<file path="config.mk">
export PLATFORM = sky130hd
export DESIGN_NAME = hsvm_div
export DESIGN_NICKNAME = d
export VERILOG_FILES = /design/src/hsvm_pkg.sv /design/src/hsvm_div.sv
export SDC_FILE = /design/constraint.sdc
export NUM_CORES = 2
export LEC_CHECK = 0
export BUFFER_PORTS_ARGS = -buffer_cell sky130_fd_sc_hd__clkbuf_2
export CAP_MARGIN = 30
export CORE_ASPECT_RATIO = 1.75
export CORE_UTILIZATION = 30
export CTS_BUF_LIST = sky130_fd_sc_hd__clkbuf_8
export DETAILED_ROUTE_END_ITERATION = 16
export PLACE_DENSITY = 0.46
export SLEW_MARGIN = 20
export SYNTH_ARGS = -nofsm -noshare
export SYNTH_HDL_FRONTEND = slang
export SYNTH_SLANG_ARGS = --single-unit
</file>
<file path="constraint.sdc">
create_clock -name clk -period 9.4 [get_ports clk]
set_clock_uncertainty 0.15 [all_clocks]
set_input_delay 2.35 -clock clk [delete_from_list [all_inputs] [get_ports clk]]
set_output_delay 2.35 -clock clk [all_outputs]
set_load 0.02 [all_outputs]
</file>
<file path="src/hsvm_pkg.sv">
`default_nettype none
package hsvm_pkg;
  localparam int FracBits = 16;
  localparam logic [16:0] One = 17'h10000;
  localparam logic [31:0] MarkColor = 32'h800080FF;
  localparam logic [2:0] RegHueLow = 3'd0;
  localparam logic [2:0] RegHueHigh = 3'd1;
  localparam logic [2:0] RegSatLow = 3'd2;
  localparam logic [2:0] RegSatHigh = 3'd3;
  localparam logic [2:0] RegValLow = 3'd4;
  localparam logic [2:0] RegValHigh = 3'd5;

  // Multiplier for a divide by six: ceil(2^22 / 6), used with a 22-bit shift.
  localparam logic [19:0] Div6Mul = 20'd699051;

  // Floor of 2^32 over every divisor from 2 to 255, 32 bits per entry.
  // Divisors 0 and 1 read all ones, one below the true value for 1.
  function automatic logic [8191:0] build_recip();
    logic [8191:0] tab;
    tab = '1;
    for (int i = 2; i < 256; i++) begin
      tab[i*32 +: 32] = 32'(64'h100000000 / 64'(i));
    end
    return tab;
  endfunction

  localparam logic [8191:0] RecipTab = build_recip();
endpackage
`default_nettype wire

</file>
<file path="src/hsvm_div.sv">
`default_nettype none
// Pipelined 27-bit by 8-bit divide with a remainder fix-up; three register stages.
module hsvm_div (
  input  wire logic        clk,
  input  wire logic        en,
  input  wire logic [26:0] num,
  input  wire logic [7:0]  den,
  output logic      [18:0] quo
);
  logic [26:0] num_r, num2_r;
  logic [7:0] den_r, den2_r;
  logic [31:0] rcp_r;
  logic [58:0] prod_r;
  logic [18:0] quo_r;
  logic [26:0] q_est;
  logic [34:0] back;
  logic [34:0] rem;
  logic [7:0] den_safe;

  // The reciprocal rounds down, so the estimate is the quotient or one below it.
  assign den_safe = (den == 8'd0) ? 8'd1 : den;
  assign q_est = prod_r[58:32];
  assign back = {8'd0, q_est} * {27'd0, den2_r};
  assign rem = {8'd0, num2_r} - back;

  always_ff @(posedge clk) begin
    if (en) begin
      num_r <= num;
      den_r <= den_safe;
      rcp_r <= hsvm_pkg::RecipTab[{den_safe, 5'd0} +: 32];
      prod_r <= {32'd0, num_r} * {27'd0, rcp_r};
      num2_r <= num_r;
      den2_r <= den_r;
      if (rem >= {27'd0, den2_r}) begin
        quo_r <= q_est[18:0] + 19'd1;
      end else begin
        quo_r <= q_est[18:0];
      end
    end
  end
  assign quo = quo_r;
endmodule
`default_nettype wire

</file>
==> reports/metrics.json <==
{
  "place.gp.congestion": 1.056,
  "synthArstFlopShare": 0,
  "timing.max_slew.rel_slack": 0.2328,
  "drive_gt1_frac": 0.06356,
  "ioPinCount": 56,
  "place.detailed.hpwl_mm": 162.9,
  "clk_root_buffer_cell": "sky130_fd_sc_hd__clkbuf_8",
  "slowest_stage": "sky130_fd_sc_hd__edfxtp_1",
  "grt_setup_unrepaired": "false",
  "post_synthesis_adder_cell_area_fraction": 0.4674,
  "max-cap-violations": 0,
  "fp.dieH_um": 524.8,
  "layout.cells.most_common": "sky130_fd_sc_hd__inv_1",
  "main_combinational_cell_family_by_area_after_synthesis": "adder cells",
  "cts_inserted_buffers": 17,
  "hold_buffer_count_at_cts": 0,
  "synth_top_flop_cell": "sky130_fd_sc_hd__edfxtp_1",
  "timing.reg2reg.worst_path_depth": 25,
  "timing.critical_path.slowest_cell_delay_ns": 0.96,
  "post-route-util": 0.3257,
  "route.detailed.vias_per_inst": 5.446,
  "initial_utilization": 0.3026,
  "worst_setup_hold_path_clk_slew_ns": 0.11,
  "grt_use_total": 0.2738,
  "die_outline_area_um2": 157800,
  "slew_viol_final": 0,
  "final_period_minus_worst_setup_slack_ns": 9.006,
  "synth_seq_area_share": 0.09484,
  "hold_class": "reg2reg",
  "critPathLaunchType": "register",
  "synth_cells": 5628,
  "layout.cells.most_common_list": "sky130_fd_sc_hd__inv_1 (1044), sky130_fd_sc_hd__fa_1 (926), sky130_fd_sc_hd__nand2_1 (869)",
  "final_antenna_net_count": 0,
  "synthesis.yosys.warnings": 0,
  "post_synth_mux_area_share": 0.001362,
  "critical_path_class": "reg2reg",
  "fillCellCount": 16511,
  "synthesis.area_um2": 46860,
  "wirelength_mm": 213.1,
  "clk_path_buf_depth": 2,
  "cp.required_ns": 9.60,
  "cts_tree": "built",
  "synth-compound-area-share": 0.1253,
  "synth_enable_flop_cells": 148,
  "dr.first_iter.drc_count": 3401,
  "grt_start_max_net_pins": 134,
  "drc": 0,
  "crit_top_cell": "sky130_fd_sc_hd__fa_1",
  "hold_slack_ns": 0.2820,
  "tritoncts_num_sinks": 148,
  "worst_slew_pin_slew_ns": 1.147,
  "detailroute.via_count": 41164,
  "worstSetupPathDepth": 25,
  "synthXorXnorAreaFrac": 0.01533,
  "synth.distinct_cells": 81,
  "area_growth_syn_to_layout_pct": 7.653,
  "status": "completed",
  "htree_levels": 4,
  "dr.pass1.iters": 7,
  "final_hold_viol_count": 0,
  "clkLatencyLatePin_ns": 0.63,
  "final.setup.tns_ns": 0,
  "max_clock_freq_mhz": 111.0,
  "grt_pass1_vias": 44372,
  "final.period_utilization": 0.9580,
  "placement.io_buffers": 55,
  "core.rowCount": 191,
  "cpLargestDelayFamily": "adder cells",
  "net_count_after_synthesis": 6860,
  "synthesis.area_per_instance_um2": 8.326,
  "fp.dieW_um": 300.8,
  "hold_depth": 0,
  "grt.overflow.total": 0,
  "design.final.nets": 6741,
  "worstPathBufferInverterCount": 5,
  "cp-end-kind": "register",
  "worstPathArrival_ns": 9.21,
  "coreArea_um2": 154900,
  "routedWlPerCell_um": 28.19,
  "critical_path_peak_fanout": 16,
  "antenna_found_initial": 15,
  "synthSimpleGateAreaFrac": 0.1778,
  "global_route_wire_length_before_repair_mm": 310.8,
  "setup-violations-final": 0,
  "synth.ff_latch_count": 148
}
## logic make-up (layout without fill, tap and decap cells)
group	after synthesis	count (layout)
AO/OA/AOI/OAI	946	946
XOR/XNOR	82	82
adder cells (fa/ha/maj)	1195	1195
buffers and inverters	1470	1364
flip-flops	148	148
multiplexers	5	5
other	0	11
AND/OR/NAND/NOR	1782	1782
## final cells by class
class                           count  area [um2]  area share
Multi-Input combinational cell   4010       36960      0.7328
Sequential cell                   148        4444     0.08810
Inverter                         1047        3930     0.07791
Tap cell                         2026        2535     0.05025
Timing Repair Buffer              285        2121     0.04204
Clock buffer                       17       234.0    0.004638
Clock inverter                     15       188.9    0.003745
Antenna cell                       11       27.53   0.0005457
## per-stage QoR
stage / cells / cell area [um2] / setup WS (ns)
floorplan: 5628 / 46860 / 1.824
global placement: 7493 / 49750 / 0.2056
detailed placement: 7504 / 49840 / 0.1659
CTS: 7536 / 50260 / 0.09449
global route: 7552 / 50430 / 0.1625
finish: 7559 / 50440 / 0.3944
## repair_timing
| action | CTS | global route |
|---|---|---|
| gates resized for setup | 0 | 2 |
| setup buffers | 0 | 7 |
| setup endpoints to repair | 0 | 2 |
## worst register-to-register path, stage by stage, from the launching register on
cell and delay [ns]:
sky130_fd_sc_hd__edfxtp_1 0.96, sky130_fd_sc_hd__buf_4 0.32, sky130_fd_sc_hd__nand2_1 0.09, sky130_fd_sc_hd__fa_1 0.53, sky130_fd_sc_hd__inv_1 0.05, sky130_fd_sc_hd__fa_1 0.48, sky130_fd_sc_hd__fa_1 0.62, sky130_fd_sc_hd__fa_1 0.49
sky130_fd_sc_hd__fa_1 0.50, sky130_fd_sc_hd__fa_1 0.49, sky130_fd_sc_hd__inv_1 0.04, sky130_fd_sc_hd__fa_1 0.47, sky130_fd_sc_hd__inv_1 0.04, sky130_fd_sc_hd__ha_1 0.31, sky130_fd_sc_hd__nand3_1 0.22, sky130_fd_sc_hd__nor4_1 0.62
sky130_fd_sc_hd__nand4_1 0.28, sky130_fd_sc_hd__a211oi_1 0.29, sky130_fd_sc_hd__nor2_1 0.22, sky130_fd_sc_hd__buf_4 0.22, sky130_fd_sc_hd__o211ai_1 0.24, sky130_fd_sc_hd__a21oi_1 0.14, sky130_fd_sc_hd__o21ba_2 0.25, sky130_fd_sc_hd__o31ai_1 0.43
sky130_fd_sc_hd__a21oi_1 0.15, sky130_fd_sc_hd__xnor2_1 0.14
## final timing paths
path	from	end	slack (ns)
max	rcp_r[8]$_DFFE_PP_	prod_r[48]$_DFFE_PP_	0.39
min	den_r[1]$_DFFE_PP_	den2_r[1]$_DFFE_PP_	0.28
max reg2reg	rcp_r[8]$_DFFE_PP_	prod_r[48]$_DFFE_PP_	0.39
min reg2reg	den_r[1]$_DFFE_PP_	den2_r[1]$_DFFE_PP_	0.28
## state kept, by name (all words and copies together) (netlist names)
register / flops
rcp_r: 32
num2_r: 27
num_r: 27
prod_r: 27
quo: 19
den2_r: 8
den_r: 8
## per-layer routing
layer,track usage,up-vias,part of all wire
met1,0.2877,21101,0.34
met5,0,-,0.00034
met4,0.2093,10,0.091
li1,-,17422,-
met2,0.4821,1882,0.51
met3,0.04712,749,0.058
## cells in the mapped netlist (23+ instances only)
cell                       number  area (um2)
sky130_fd_sc_hd__inv_1       1043        3915
sky130_fd_sc_hd__fa_1         926       18540
sky130_fd_sc_hd__nand2_1      869        3262
sky130_fd_sc_hd__and2_1       451        2821
sky130_fd_sc_hd__clkbuf_1     363        1363
sky130_fd_sc_hd__a21oi_1      297        1486
sky130_fd_sc_hd__ha_1         269        3366
sky130_fd_sc_hd__o21ai_0      253        1266
sky130_fd_sc_hd__nor2_1       226       848.3
sky130_fd_sc_hd__edfxtp_1     148        4444
sky130_fd_sc_hd__xnor2_1       65       569.3
sky130_fd_sc_hd__buf_1         58       217.7
sky130_fd_sc_hd__nor3_1        58       290.3
sky130_fd_sc_hd__nand3_1       56       280.3
sky130_fd_sc_hd__a31oi_1       46       287.8
sky130_fd_sc_hd__o211ai_1      40       300.3
sky130_fd_sc_hd__nand4_1       35       219.0
sky130_fd_sc_hd__a211oi_1      34       255.2
sky130_fd_sc_hd__o22ai_1       29       181.4
sky130_fd_sc_hd__o221ai_1      25       219.0
sky130_fd_sc_hd__a21o_1        23       172.7
Power is left out: the tool's default activity adds up to more than one toggle a clock period on the data nets, which glitch-free logic cannot reach.
